--- src/sope_pkg.sv ---
package sope_pkg;

  localparam int unsigned QUEUE_DEPTH = 2;
  localparam int unsigned COORD_W     = 32;
  localparam int unsigned RADII_W     = 64;
  localparam int unsigned NUM_PTS     = 8;
  localparam int unsigned NUM_CORNERS = 4;

  localparam logic [1:0] FUNC_RECT  = 2'd0;
  localparam logic [1:0] FUNC_OVAL  = 2'd1;
  localparam logic [1:0] FUNC_RRECT = 2'd2;

  typedef logic [COORD_W-1:0] coord_t;

  typedef enum logic [1:0] {
    VERB_MOVE  = 2'd0,
    VERB_LINE  = 2'd1,
    VERB_CONIC = 2'd2,
    VERB_CLOSE = 2'd3
  } verb_t;

  typedef enum logic [1:0] {
    MODE_RECT,
    MODE_OVAL,
    MODE_RRECT
  } shape_mode_t;

  typedef enum logic [1:0] {
    ST_IDLE,
    ST_MOVE,
    ST_BODY,
    ST_CLOSE
  } seq_state_t;

  // One classified shape. Rectangle and oval outlines repeat their four
  // points in both halves of the point table so the walker can step mod 8.
  typedef struct packed {
    shape_mode_t                mode;
    logic                       ccw;
    logic                       conic_first;
    logic [2:0]                 cur0;
    logic [1:0]                 rc0;
    coord_t                     l;
    coord_t                     t;
    coord_t                     r;
    coord_t                     b;
    logic [NUM_PTS-1:0][COORD_W-1:0] px;
    logic [NUM_PTS-1:0][COORD_W-1:0] py;
  } entry_t;

  typedef struct packed {
    logic   push;
    entry_t data;
  } q_wr_t;

endpackage

--- src/sope_if.sv ---
interface sope_in_if;
  logic                             valid;
  logic                             ready;
  logic [1:0]                       func;
  logic                             clockwise_n;
  logic [2:0]                       start_index;
  logic signed [sope_pkg::COORD_W-1:0] left;
  logic signed [sope_pkg::COORD_W-1:0] top;
  logic signed [sope_pkg::COORD_W-1:0] right;
  logic signed [sope_pkg::COORD_W-1:0] bottom;
  logic [sope_pkg::RADII_W-1:0]     upper_left_radii;
  logic [sope_pkg::RADII_W-1:0]     upper_right_radii;
  logic [sope_pkg::RADII_W-1:0]     lower_right_radii;
  logic [sope_pkg::RADII_W-1:0]     lower_left_radii;

  modport source (
    output valid, func, clockwise_n, start_index, left, top, right, bottom,
           upper_left_radii, upper_right_radii, lower_right_radii, lower_left_radii,
    input  ready
  );
  modport sink (
    input  valid, func, clockwise_n, start_index, left, top, right, bottom,
           upper_left_radii, upper_right_radii, lower_right_radii, lower_left_radii,
    output ready
  );
endinterface

interface sope_out_if;
  logic                             valid;
  logic                             ready;
  logic [1:0]                       verb;
  logic signed [sope_pkg::COORD_W-1:0] first_x;
  logic signed [sope_pkg::COORD_W-1:0] first_y;
  logic signed [sope_pkg::COORD_W-1:0] end_x;
  logic signed [sope_pkg::COORD_W-1:0] end_y;
  logic                             last;

  modport source (
    output valid, verb, first_x, first_y, end_x, end_y, last,
    input  ready
  );
  modport sink (
    input  valid, verb, first_x, first_y, end_x, end_y, last,
    output ready
  );
endinterface

--- src/sope_front.sv ---
module sope_front (
  input  logic            clk,
  input  logic            rst_n,
  sope_in_if.sink         in_ch,
  input  logic            q_full,
  output sope_pkg::q_wr_t q_wr
);
  import sope_pkg::*;

  logic               stg_valid_r, stg_valid_nxt;
  logic [1:0]         stg_func_r;
  logic               stg_ccw_r;
  logic [2:0]         stg_idx_r;
  coord_t             stg_l_r, stg_t_r, stg_r_r, stg_b_r;
  logic [NUM_CORNERS-1:0][RADII_W-1:0] stg_rad_r;

  logic               accept, func_ok, stg_done;
  logic [COORD_W:0]   w, h, sum_x, sum_y;
  logic               w_pos, h_pos, all_zero, is_oval;
  coord_t             cx, cy;
  coord_t             rect_x [NUM_CORNERS];
  coord_t             rect_y [NUM_CORNERS];
  coord_t             oval_x [NUM_CORNERS];
  coord_t             oval_y [NUM_CORNERS];
  coord_t             rr_x   [NUM_PTS];
  coord_t             rr_y   [NUM_PTS];
  coord_t             rx     [NUM_CORNERS];
  coord_t             ry     [NUM_CORNERS];
  logic [3:0]         idx_p1;
  logic [1:0]         e_idx;
  entry_t             ent;

  assign accept   = in_ch.valid && in_ch.ready;
  assign func_ok  = (stg_func_r == FUNC_RECT) || (stg_func_r == FUNC_OVAL) ||
                    (stg_func_r == FUNC_RRECT);
  // unused shape kind is dropped without producing anything
  assign stg_done = stg_valid_r && (!func_ok || !q_full);
  assign in_ch.ready = !stg_valid_r || stg_done;

  assign q_wr.push = stg_valid_r && func_ok && !q_full;
  assign q_wr.data = ent;

  always_comb begin
    stg_valid_nxt = stg_valid_r;
    if (accept) begin
      stg_valid_nxt = 1'b1;
    end else if (stg_done) begin
      stg_valid_nxt = 1'b0;
    end
  end

  always_ff @(posedge clk) begin
    if (!rst_n) begin
      stg_valid_r <= 1'b0;
    end else begin
      stg_valid_r <= stg_valid_nxt;
    end
  end

  always_ff @(posedge clk) begin
    if (accept) begin
      stg_func_r   <= in_ch.func;
      stg_ccw_r    <= in_ch.clockwise_n;
      stg_idx_r    <= in_ch.start_index;
      stg_l_r      <= in_ch.left;
      stg_t_r      <= in_ch.top;
      stg_r_r      <= in_ch.right;
      stg_b_r      <= in_ch.bottom;
      stg_rad_r[0] <= in_ch.upper_left_radii;
      stg_rad_r[1] <= in_ch.upper_right_radii;
      stg_rad_r[2] <= in_ch.lower_right_radii;
      stg_rad_r[3] <= in_ch.lower_left_radii;
    end
  end

  // exact 33-bit extents and centers
  always_comb begin
    w     = {stg_r_r[COORD_W-1], stg_r_r} - {stg_l_r[COORD_W-1], stg_l_r};
    h     = {stg_b_r[COORD_W-1], stg_b_r} - {stg_t_r[COORD_W-1], stg_t_r};
    sum_x = {stg_l_r[COORD_W-1], stg_l_r} + {stg_r_r[COORD_W-1], stg_r_r};
    sum_y = {stg_t_r[COORD_W-1], stg_t_r} + {stg_b_r[COORD_W-1], stg_b_r};
    cx    = sum_x[COORD_W:1];
    cy    = sum_y[COORD_W:1];
    w_pos = !w[COORD_W] && (w != '0);
    h_pos = !h[COORD_W] && (h != '0);
  end

  always_comb begin
    all_zero = 1'b1;
    is_oval  = 1'b1;
    for (int k = 0; k < NUM_CORNERS; k++) begin
      rx[k] = stg_rad_r[k][COORD_W-1:0];
      ry[k] = stg_rad_r[k][RADII_W-1:COORD_W];
      if (rx[k] != '0 || ry[k] != '0) begin
        all_zero = 1'b0;
      end
      if ({rx[k], 1'b0} != w || {ry[k], 1'b0} != h) begin
        is_oval = 1'b0;
      end
    end
  end

  always_comb begin
    rect_x[0] = stg_l_r; rect_y[0] = stg_t_r;
    rect_x[1] = stg_r_r; rect_y[1] = stg_t_r;
    rect_x[2] = stg_r_r; rect_y[2] = stg_b_r;
    rect_x[3] = stg_l_r; rect_y[3] = stg_b_r;
    oval_x[0] = cx;      oval_y[0] = stg_t_r;
    oval_x[1] = stg_r_r; oval_y[1] = cy;
    oval_x[2] = cx;      oval_y[2] = stg_b_r;
    oval_x[3] = stg_l_r; oval_y[3] = cy;
    rr_x[0] = stg_l_r + rx[0]; rr_y[0] = stg_t_r;
    rr_x[1] = stg_r_r - rx[1]; rr_y[1] = stg_t_r;
    rr_x[2] = stg_r_r;         rr_y[2] = stg_t_r + ry[1];
    rr_x[3] = stg_r_r;         rr_y[3] = stg_b_r - ry[2];
    rr_x[4] = stg_r_r - rx[2]; rr_y[4] = stg_b_r;
    rr_x[5] = stg_l_r + rx[3]; rr_y[5] = stg_b_r;
    rr_x[6] = stg_l_r;         rr_y[6] = stg_b_r - ry[3];
    rr_x[7] = stg_l_r;         rr_y[7] = stg_t_r + ry[0];
  end

  always_comb begin
    idx_p1          = {1'b0, stg_idx_r} + 4'd1;
    e_idx           = stg_idx_r[1:0];
    ent.mode        = MODE_RECT;
    ent.ccw         = stg_ccw_r;
    ent.conic_first = stg_idx_r[0] ^ stg_ccw_r;
    ent.l           = stg_l_r;
    ent.t           = stg_t_r;
    ent.r           = stg_r_r;
    ent.b           = stg_b_r;
    case (stg_func_r)
      FUNC_OVAL: begin
        ent.mode = MODE_OVAL;
      end
      FUNC_RRECT: begin
        if (!w_pos || !h_pos || all_zero) begin
          ent.mode = MODE_RECT;
          e_idx    = idx_p1[2:1];
        end else if (is_oval) begin
          ent.mode = MODE_OVAL;
          e_idx    = stg_idx_r[2:1];
        end else begin
          ent.mode = MODE_RRECT;
        end
      end
      default: begin
        ent.mode = MODE_RECT;
      end
    endcase

    if (ent.mode == MODE_RRECT) begin
      ent.cur0 = stg_idx_r;
      ent.rc0  = stg_idx_r[2:1] + {1'b0, stg_ccw_r};
    end else begin
      ent.cur0 = {1'b0, e_idx};
      ent.rc0  = e_idx + {1'b0, stg_ccw_r};
    end

    for (int i = 0; i < NUM_PTS; i++) begin
      case (ent.mode)
        MODE_OVAL: begin
          ent.px[i] = oval_x[i % NUM_CORNERS];
          ent.py[i] = oval_y[i % NUM_CORNERS];
        end
        MODE_RRECT: begin
          ent.px[i] = rr_x[i];
          ent.py[i] = rr_y[i];
        end
        default: begin
          ent.px[i] = rect_x[i % NUM_CORNERS];
          ent.py[i] = rect_y[i % NUM_CORNERS];
        end
      endcase
    end
  end

endmodule

--- src/sope_queue.sv ---
module sope_queue #(
  parameter int unsigned Depth = sope_pkg::QUEUE_DEPTH
) (
  input  logic             clk,
  input  logic             rst_n,
  input  sope_pkg::q_wr_t  q_wr,
  input  logic             pop,
  output logic             full,
  output logic             q_valid,
  output sope_pkg::entry_t q_data
);
  import sope_pkg::*;

  localparam int unsigned PtrW = (Depth > 1) ? $clog2(Depth) : 1;
  localparam int unsigned CntW = $clog2(Depth + 1);

  entry_t            mem_r [Depth];
  logic [PtrW-1:0]   wr_ptr_r, rd_ptr_r;
  logic [CntW-1:0]   cnt_r, cnt_nxt;

  assign full    = (cnt_r == CntW'(Depth));
  assign q_valid = (cnt_r != '0);
  assign q_data  = mem_r[rd_ptr_r];

  always_comb begin
    cnt_nxt = cnt_r;
    if (q_wr.push && !pop) begin
      cnt_nxt = cnt_r + 1'b1;
    end else if (pop && !q_wr.push) begin
      cnt_nxt = cnt_r - 1'b1;
    end
  end

  always_ff @(posedge clk) begin
    if (!rst_n) begin
      wr_ptr_r <= '0;
      rd_ptr_r <= '0;
      cnt_r    <= '0;
    end else begin
      cnt_r <= cnt_nxt;
      if (q_wr.push) begin
        wr_ptr_r <= (wr_ptr_r == PtrW'(Depth - 1)) ? '0 : wr_ptr_r + 1'b1;
      end
      if (pop) begin
        rd_ptr_r <= (rd_ptr_r == PtrW'(Depth - 1)) ? '0 : rd_ptr_r + 1'b1;
      end
    end
  end

  always_ff @(posedge clk) begin
    if (q_wr.push) begin
      mem_r[wr_ptr_r] <= q_wr.data;
    end
  end

`ifndef NO_ASSERTIONS
  a_no_push_full: assert property (@(posedge clk) disable iff (!rst_n)
    q_wr.push |-> !full) else $error("push into full queue");
  a_no_pop_empty: assert property (@(posedge clk) disable iff (!rst_n)
    pop |-> cnt_r != '0) else $error("pop from empty queue");
`endif

endmodule

--- src/sope_back.sv ---
module sope_back (
  input  logic             clk,
  input  logic             rst_n,
  input  logic             q_valid,
  input  sope_pkg::entry_t q_data,
  output logic             q_pop,
  sope_out_if.source       out_ch
);
  import sope_pkg::*;

  seq_state_t state_r, state_nxt;
  entry_t     ent_r;
  logic [2:0] cur_r, cur_nxt, cur_step, adv8;
  logic [1:0] rc_r, rc_nxt, rc_step, adv4;
  logic [1:0] cnt_r, cnt_nxt;
  logic       line_next_r, line_next_nxt;

  logic       out_valid_r;
  verb_t      out_verb_r;
  coord_t     out_fx_r, out_fy_r, out_ex_r, out_ey_r;
  logic       out_last_r;

  verb_t      cmd_verb;
  coord_t     cmd_fx, cmd_fy, cmd_ex, cmd_ey;
  logic       cmd_last;

  logic       advance, body_line, body_last;

  assign advance   = (state_r != ST_IDLE) && (!out_valid_r || out_ch.ready);
  assign q_pop     = q_valid && ((state_r == ST_IDLE) || (state_r == ST_CLOSE && advance));
  assign adv8      = ent_r.ccw ? 3'd7 : 3'd1;
  assign adv4      = ent_r.ccw ? 2'd3 : 2'd1;
  assign cur_step  = cur_r + adv8;
  assign rc_step   = rc_r + adv4;
  assign body_line = (ent_r.mode == MODE_RECT) || (ent_r.mode == MODE_RRECT && line_next_r);
  // rectangle ends after its third line, the others after their fourth conic
  assign body_last = body_line ? (ent_r.mode == MODE_RECT && cnt_r == 2'd2)
                               : (cnt_r == 2'd3);

  always_comb begin
    state_nxt = state_r;
    unique case (state_r)
      ST_IDLE:  if (q_valid) state_nxt = ST_MOVE;
      ST_MOVE:  if (advance) state_nxt = ST_BODY;
      ST_BODY:  if (advance && body_last) state_nxt = ST_CLOSE;
      ST_CLOSE: if (advance) state_nxt = q_valid ? ST_MOVE : ST_IDLE;
      default:  state_nxt = ST_IDLE;
    endcase
  end

  always_comb begin
    cmd_verb      = VERB_CLOSE;
    cmd_fx        = '0;
    cmd_fy        = '0;
    cmd_ex        = '0;
    cmd_ey        = '0;
    cmd_last      = 1'b0;
    cur_nxt       = cur_r;
    rc_nxt        = rc_r;
    cnt_nxt       = cnt_r;
    line_next_nxt = line_next_r;
    unique case (state_r)
      ST_MOVE: begin
        cmd_verb = VERB_MOVE;
        cmd_fx   = ent_r.px[cur_r];
        cmd_fy   = ent_r.py[cur_r];
      end
      ST_BODY: begin
        cur_nxt       = cur_step;
        line_next_nxt = !line_next_r;
        if (body_line) begin
          cmd_verb = VERB_LINE;
          cmd_fx   = ent_r.px[cur_step];
          cmd_fy   = ent_r.py[cur_step];
          if (ent_r.mode == MODE_RECT) begin
            cnt_nxt = cnt_r + 1'b1;
          end
        end else begin
          cmd_verb = VERB_CONIC;
          // control point is the bounding-box corner
          cmd_fx   = (rc_step == 2'd0 || rc_step == 2'd3) ? ent_r.l : ent_r.r;
          cmd_fy   = rc_step[1] ? ent_r.b : ent_r.t;
          cmd_ex   = ent_r.px[cur_step];
          cmd_ey   = ent_r.py[cur_step];
          rc_nxt   = rc_step;
          cnt_nxt  = cnt_r + 1'b1;
        end
      end
      ST_CLOSE: begin
        cmd_verb = VERB_CLOSE;
        cmd_last = 1'b1;
      end
      default: begin
        cmd_verb = VERB_CLOSE;
      end
    endcase
  end

  always_ff @(posedge clk) begin
    if (!rst_n) begin
      state_r     <= ST_IDLE;
      out_valid_r <= 1'b0;
    end else begin
      state_r <= state_nxt;
      if (advance) begin
        out_valid_r <= 1'b1;
      end else if (out_ch.ready) begin
        out_valid_r <= 1'b0;
      end
    end
  end

  always_ff @(posedge clk) begin
    if (q_pop) begin
      ent_r       <= q_data;
      cur_r       <= q_data.cur0;
      rc_r        <= q_data.rc0;
      cnt_r       <= 2'd0;
      line_next_r <= (q_data.mode == MODE_RRECT) && !q_data.conic_first;
    end else if (advance) begin
      cur_r       <= cur_nxt;
      rc_r        <= rc_nxt;
      cnt_r       <= cnt_nxt;
      line_next_r <= line_next_nxt;
    end
    if (advance) begin
      out_verb_r <= cmd_verb;
      out_fx_r   <= cmd_fx;
      out_fy_r   <= cmd_fy;
      out_ex_r   <= cmd_ex;
      out_ey_r   <= cmd_ey;
      out_last_r <= cmd_last;
    end
  end

  assign out_ch.valid   = out_valid_r;
  assign out_ch.verb    = out_verb_r;
  assign out_ch.first_x = out_fx_r;
  assign out_ch.first_y = out_fy_r;
  assign out_ch.end_x   = out_ex_r;
  assign out_ch.end_y   = out_ey_r;
  assign out_ch.last    = out_last_r;

`ifndef NO_ASSERTIONS
  a_pop_at_boundary: assert property (@(posedge clk) disable iff (!rst_n)
    q_pop |-> (state_r == ST_IDLE || state_r == ST_CLOSE))
    else $error("queue popped in the middle of a shape");
  a_last_is_close: assert property (@(posedge clk) disable iff (!rst_n)
    out_valid_r && out_last_r |-> out_verb_r == VERB_CLOSE)
    else $error("last flag on a non-close command");
  a_body_to_close: assert property (@(posedge clk) disable iff (!rst_n)
    (state_r == ST_BODY && advance && body_last) |=> (state_r == ST_CLOSE && out_valid_r))
    else $error("body did not end in close");
`endif

endmodule

--- src/shape_outline_path_emitter_unit.sv ---
// Channel | Dir | Transaction
// in_ch   | in  | one shape: kind, direction, start index, bounds, four corner radii
// out_ch  | out | one path command: verb, first point, conic end point, last flag
//
// A shape produces 5 (rectangle), 6 (oval), 9 or 10 (rounded rectangle) commands,
// one per cycle from the back-end sequencer while out_ch is not stalled.
// A shape passes the staging register, shape queue, sequencer entry and output register.
// The queue lets new shapes be classified while the sequencer works on an earlier one.
// Reset is synchronous and active low; it empties the staging register, queue and output.
// A stall on out_ch holds the sequencer; in_ch backs up only once the queue is full.
module shape_outline_path_emitter_unit #(
  parameter int unsigned QueueDepth = sope_pkg::QUEUE_DEPTH
) (
  input logic        clk,
  input logic        rst_n,
  sope_in_if.sink    in_ch,
  sope_out_if.source out_ch
);
  import sope_pkg::*;

  q_wr_t  q_wr;
  logic   q_full, q_valid, q_pop;
  entry_t q_data;

  sope_front u_front (
    .clk    (clk),
    .rst_n  (rst_n),
    .in_ch  (in_ch),
    .q_full (q_full),
    .q_wr   (q_wr)
  );

  sope_queue #(
    .Depth (QueueDepth)
  ) u_queue (
    .clk     (clk),
    .rst_n   (rst_n),
    .q_wr    (q_wr),
    .pop     (q_pop),
    .full    (q_full),
    .q_valid (q_valid),
    .q_data  (q_data)
  );

  sope_back u_back (
    .clk     (clk),
    .rst_n   (rst_n),
    .q_valid (q_valid),
    .q_data  (q_data),
    .q_pop   (q_pop),
    .out_ch  (out_ch)
  );

endmodule

--- src/flat_wrapper.sv ---
// flat-port wrapper written by rule: the top's interface ports become plain ports
module shape_outline_path_emitter_unit_flat import sope_pkg::*;
#(
  parameter int unsigned QueueDepth = sope_pkg::QUEUE_DEPTH
)
  (clk, rst_n, in_ch_valid, in_ch_func, in_ch_clockwise_n, in_ch_start_index, in_ch_left, in_ch_top, in_ch_right, in_ch_bottom, in_ch_upper_left_radii, in_ch_upper_right_radii, in_ch_lower_right_radii, in_ch_lower_left_radii, in_ch_ready, out_ch_valid, out_ch_verb, out_ch_first_x, out_ch_first_y, out_ch_end_x, out_ch_end_y, out_ch_last, out_ch_ready);
  sope_in_if in_ch_i ();
  sope_out_if out_ch_i ();
  input logic clk;
  input logic rst_n;
  input wire logic [$bits(in_ch_i.valid)-1:0] in_ch_valid;
  input wire logic [$bits(in_ch_i.func)-1:0] in_ch_func;
  input wire logic [$bits(in_ch_i.clockwise_n)-1:0] in_ch_clockwise_n;
  input wire logic [$bits(in_ch_i.start_index)-1:0] in_ch_start_index;
  input wire logic [$bits(in_ch_i.left)-1:0] in_ch_left;
  input wire logic [$bits(in_ch_i.top)-1:0] in_ch_top;
  input wire logic [$bits(in_ch_i.right)-1:0] in_ch_right;
  input wire logic [$bits(in_ch_i.bottom)-1:0] in_ch_bottom;
  input wire logic [$bits(in_ch_i.upper_left_radii)-1:0] in_ch_upper_left_radii;
  input wire logic [$bits(in_ch_i.upper_right_radii)-1:0] in_ch_upper_right_radii;
  input wire logic [$bits(in_ch_i.lower_right_radii)-1:0] in_ch_lower_right_radii;
  input wire logic [$bits(in_ch_i.lower_left_radii)-1:0] in_ch_lower_left_radii;
  output wire logic [$bits(in_ch_i.ready)-1:0] in_ch_ready;
  output wire logic [$bits(out_ch_i.valid)-1:0] out_ch_valid;
  output wire logic [$bits(out_ch_i.verb)-1:0] out_ch_verb;
  output wire logic [$bits(out_ch_i.first_x)-1:0] out_ch_first_x;
  output wire logic [$bits(out_ch_i.first_y)-1:0] out_ch_first_y;
  output wire logic [$bits(out_ch_i.end_x)-1:0] out_ch_end_x;
  output wire logic [$bits(out_ch_i.end_y)-1:0] out_ch_end_y;
  output wire logic [$bits(out_ch_i.last)-1:0] out_ch_last;
  input wire logic [$bits(out_ch_i.ready)-1:0] out_ch_ready;
  assign in_ch_i.valid = in_ch_valid;
  assign in_ch_i.func = in_ch_func;
  assign in_ch_i.clockwise_n = in_ch_clockwise_n;
  assign in_ch_i.start_index = in_ch_start_index;
  assign in_ch_i.left = in_ch_left;
  assign in_ch_i.top = in_ch_top;
  assign in_ch_i.right = in_ch_right;
  assign in_ch_i.bottom = in_ch_bottom;
  assign in_ch_i.upper_left_radii = in_ch_upper_left_radii;
  assign in_ch_i.upper_right_radii = in_ch_upper_right_radii;
  assign in_ch_i.lower_right_radii = in_ch_lower_right_radii;
  assign in_ch_i.lower_left_radii = in_ch_lower_left_radii;
  assign in_ch_ready = in_ch_i.ready;
  assign out_ch_valid = out_ch_i.valid;
  assign out_ch_verb = out_ch_i.verb;
  assign out_ch_first_x = out_ch_i.first_x;
  assign out_ch_first_y = out_ch_i.first_y;
  assign out_ch_end_x = out_ch_i.end_x;
  assign out_ch_end_y = out_ch_i.end_y;
  assign out_ch_last = out_ch_i.last;
  assign out_ch_i.ready = out_ch_ready;
  shape_outline_path_emitter_unit #(.QueueDepth(QueueDepth)) u_core (.clk(clk), .rst_n(rst_n), .in_ch(in_ch_i), .out_ch(out_ch_i));
endmodule
--- config.mk ---
export PLATFORM = sky130hd
export DESIGN_NAME = shape_outline_path_emitter_unit_flat
export DESIGN_NICKNAME = d
export VERILOG_FILES = /design/src/sope_pkg.sv /design/src/sope_if.sv /design/src/sope_front.sv /design/src/sope_queue.sv /design/src/sope_back.sv /design/src/shape_outline_path_emitter_unit.sv /design/src/flat_wrapper.sv
export SDC_FILE = /design/constraint.sdc
export NUM_CORES = 2
export LEC_CHECK = 0
export ABC_AREA = 1
export BUFFER_PORTS_ARGS = -buffer_cell sky130_fd_sc_hd__buf_2
export CAP_MARGIN = 25
export CORE_MARGIN = 1
export CORE_UTILIZATION = 30
export DETAILED_ROUTE_END_ITERATION = 10
export GPL_TIMING_DRIVEN = 0
export REMOVE_ABC_BUFFERS = 1
export SETUP_SLACK_MARGIN = 0.4
export SKIP_CTS_REPAIR_TIMING = 1
export SLEW_MARGIN = 10
export SYNTH_ARGS = -nofsm -noshare
export SYNTH_HDL_FRONTEND = slang
export SYNTH_HIERARCHICAL = 1
export SYNTH_SLANG_ARGS = --single-unit
--- constraint.sdc ---
create_clock -name clk -period 46.7 [get_ports clk]
set_input_delay 9.34 -clock clk [delete_from_list [all_inputs] [get_ports clk]]
set_output_delay 9.34 -clock clk [all_outputs]
set_load 0.005 [all_outputs]
==> impl_metrics.tcl <==
set metrics [dict create \
    cp_max_fo 3 \
    clock_skew_ns 0.08058 \
    routedWlPerCell_um 26.52 \
    grt_overflow 0 \
    gp_congestion 1.009 \
    syn_area_per_cell_sq_um 10.23 \
    p_per_area_nw_per_um2 60.19 \
    worstSetupPathType "register to output port" \
    cp-end-kind "output port" \
    chipHeight_um 670.5 \
    dpl.cell_count 19183 \
    num_vias 100773 \
    cts.sinks 2479 \
    core.rowCount 245 \
    syn_area_sq_um 134100 \
    pwr-share-seq 0.360 \
    p_sw_w 0.003618 \
    finalSetupViolCount 0 \
    synth-main-ff-cell "edfxtp_1" \
    cp-startpoint "u_core/u_front/stg_func_r[0]" \
    hold_viol 0 \
    vias_per_cell 5.100 \
    r2r_start "u_core/u_front/stg_t_r[4]" \
    coreArea_sq_um 445100 \
    hold_depth 2 \
    yosys_warnings 6 \
    async_reset_ff_frac 0 \
    clk_pin_slew_ns 0.06 \
    slew_violations 0 \
    r2r-end "u_core/u_queue/mem_r[0][92]" \
    drive_above_1_share 0.1430 \
    r2r_slack_ns 38.19 \
    start_kind "register" \
    status "completed" \
    p_leak_nw 62.98 \
    intPower_w 0.005614 \
    swShare 0.3919 \
    drv_cap 0 \
    grt_pass1_vias 96299 \
    synth_edf_count 2468 \
    syn_inst 13100 \
    drtIter0Drc 10680 \
    antenna_left 0 \
    wirelength_um 524100 \
    grt_usage 0.2246 \
    worst_ep_required_time_ns 37.36 \
    drc 0 \
    worst_pin_slew_ns 1.297 \
    hold_ws_ns 0.5005 \
    fillers 44834 \
    area_growth_pct 14.41 \
    instances_no_fill 19758 \
    clockRootBuffer "clkbuf_16" \
    ioPinCount 527 \
    p_clk_frac 0.245 \
    vdd_ir_drop_max_v 0.00007137 \
    finalCritPeriodShare 0.2436 \
    h-tree-depth 5 \
    period_minus_slack_ns 11.37 \
    clock_path_buffers 4 \
    die_area_sq_um 449500 \
    hold_path.class "register to register" \
    port_buffers 526 \
    fin_nets 14351 \
    grt_max_degree 177 \
    synth_commonest_cells "3643 x nand2_1, 2468 x edfxtp_1, 1639 x nand3_1" \
    synth_top_area_frac 0.5528 \
    die_x_um 670.5 \
    reg2regPathDepth 27 \
    yosysUniqueCellTypes 62 \
    min_to "u_core/u_queue/rd_ptr_r" \
    relSlewSlack 0.1351 \
    cts_tree "done" \
    rsz0062_at_grt "no" \
    arrival_ns 2.03 \
    firstDrtPassIters 6 \
    cts_buffers 295 \
    fmax_mhz 87.92 \
    yosys.area.top_type "edfxtp_1" \
    grt_pass1_wl_um 721100 \
    grt_antenna_before_repair 51 \
    synth_seq_cells 2479 \
    ys_seq_area_frac 0.5545 \
    clock_latency_ns 0.97 \
    p_comb_frac 0.395 \
    dp_hpwl_um 406100 \
    yosysMostFrequentCell "nand2_1" \
    hp-start "u_core/u_queue/rd_ptr_r" \
    synth_area_leaders "edfxtp_1 55%, nand2_1 10%, mux2_4 6.7%, nand3_1 6.1%, ha_1 3.6%" \
    start_util 0.3012 \
]
-- flip-flops by register name, indices dropped and copies added (netlist names), 2 cells and up, named ones only --
| name | count |
|---|---|
| u_core/u_front/stg_func_r | 2 |
| u_core/u_front/rx | 128 |
| u_core/u_front/stg_l_r | 32 |
| u_core/u_back/cnt_r | 2 |
| u_core/u_back/cur_r | 3 |
| u_core/u_back/out_ch.verb | 2 |
| u_core/u_queue/cnt_r | 2 |
| u_core/u_front/stg_t_r | 32 |
| u_core/u_back/out_ch.first_y | 32 |
| u_core/u_back/rc_r | 2 |
| u_core/u_back/state_r | 2 |
| u_core/u_front/stg_b_r | 32 |
| u_core/u_front/stg_idx_r | 3 |
| u_core/u_back/out_ch.end_x | 32 |
| u_core/u_back/out_ch.first_x | 32 |
| u_core/u_back/ent_r | 643 |
| u_core/u_queue/mem_r | 1298 |
| u_core/u_back/out_ch.end_y | 32 |
| u_core/u_front/ry | 128 |
| u_core/u_front/stg_r_r | 32 |
-- cell type report --
class	instances	area, sq um	area share
inverter	1228	4681	0.03052
multi-input combinational	8851	50900	0.3319
antenna	48	120.1	0.0007832
clock inverter	177	1685	0.01099
clock buffer	349	7627	0.04973
tap	5928	7417	0.04836
sequential	2479	74340	0.4847
timing repair buffer	698	6604	0.04306
-- placed cells by master (no fill, tap or decap), types with 45 or more instances in the layout --
master,instances
xor2_1,118
clkinv_2,47
nand4_1,138
nor2_1,665
edfxtp_1,2468
o21ai_0,407
ha_1,389
buf_16,104
or2_2,53
nand2_1,3637
clkbuf_1,52
o211ai_1,51
nand3b_1,59
buf_2,529
clkinv_1,58
nand3_2,50
diode_2,48
mux2_4,600
nand3_1,1637
mux2_2,49
clkbuf_16,297
o21ai_1,45
nor4_1,53
nor3_1,52
inv_1,1208
a21oi_1,380
xnor2_1,133
-- logic make-up after synthesis --
group           after synthesis  share of synthesized area
compound gates             1042                    0.04290
xor+xnor                    251                    0.01640
buf+inv                    1770                    0.06688
simple gates               6505                     0.2096
mux                         649                    0.07132
flops                      2479                     0.5545
fa+ha+maj                   404                    0.03844
-- per-stage QoR --
step / power, W / TNS [ns] / instance area, sq um / util / setup WS (ns)
2_1_floorplan: 0.006800 / 0 / 129700 / - / 17.18
3_3_place_gp: 0.008895 / -1638.15 / 139800 / 0.3140 / -2.861
3_5_place_dp: 0.006991 / 0 / 143900 / 0.3234 / 34.73
4_1_cts: 0.009277 / 0 / 153200 / 0.3443 / 35.21
5_1_grt: 0.009691 / 0 / 153300 / 0.3445 / 35.22
6_report: 0.009232 / 0 / 153400 / 0.3446 / 35.33
-- worst max path at each step --
stage                                              end  slack, ns  depth (start not counted)
final                                      in_ch_ready      35.33                          4
after global routing                       in_ch_ready      35.22                          4
after CTS                                  in_ch_ready      35.21                          4
after detailed placement      u_core/u_back/ent_r[512]      34.73                         10
after global placement    u_core/u_queue/mem_r[0][390]      -2.86                          4
after floorplan             u_core/u_queue/mem_r[0][0]      17.18                          4
-- metal layers --
layer  vias to the layer above  GRT usage  wire (um)
met5                         -          0         76
met4                        14     0.1253      33910
met3                       906    0.03453      37410
met2                      4161     0.3658     240200
met1                     49704     0.2855     212500
li1                      45988          -          -
-- worst max-delay path: stages, from the launching register on --
cell	delay, ns
edfxtp_1	0.52
ha_1	0.27
nor2_1	0.10
nand2_1	0.08
buf_2	0.13
-- power groups by stage --
stage                     clock network, W  registers (W)  logic (W)
final                              0.00226        0.00332    0.00365
after global routing               0.00239        0.00336    0.00394
after CTS                          0.00231        0.00332    0.00364
after detailed placement                 0        0.00336    0.00363
after global placement                   0        0.00420    0.00469
after floorplan                          0        0.00376    0.00304
(Power assumes the default switching activity.)
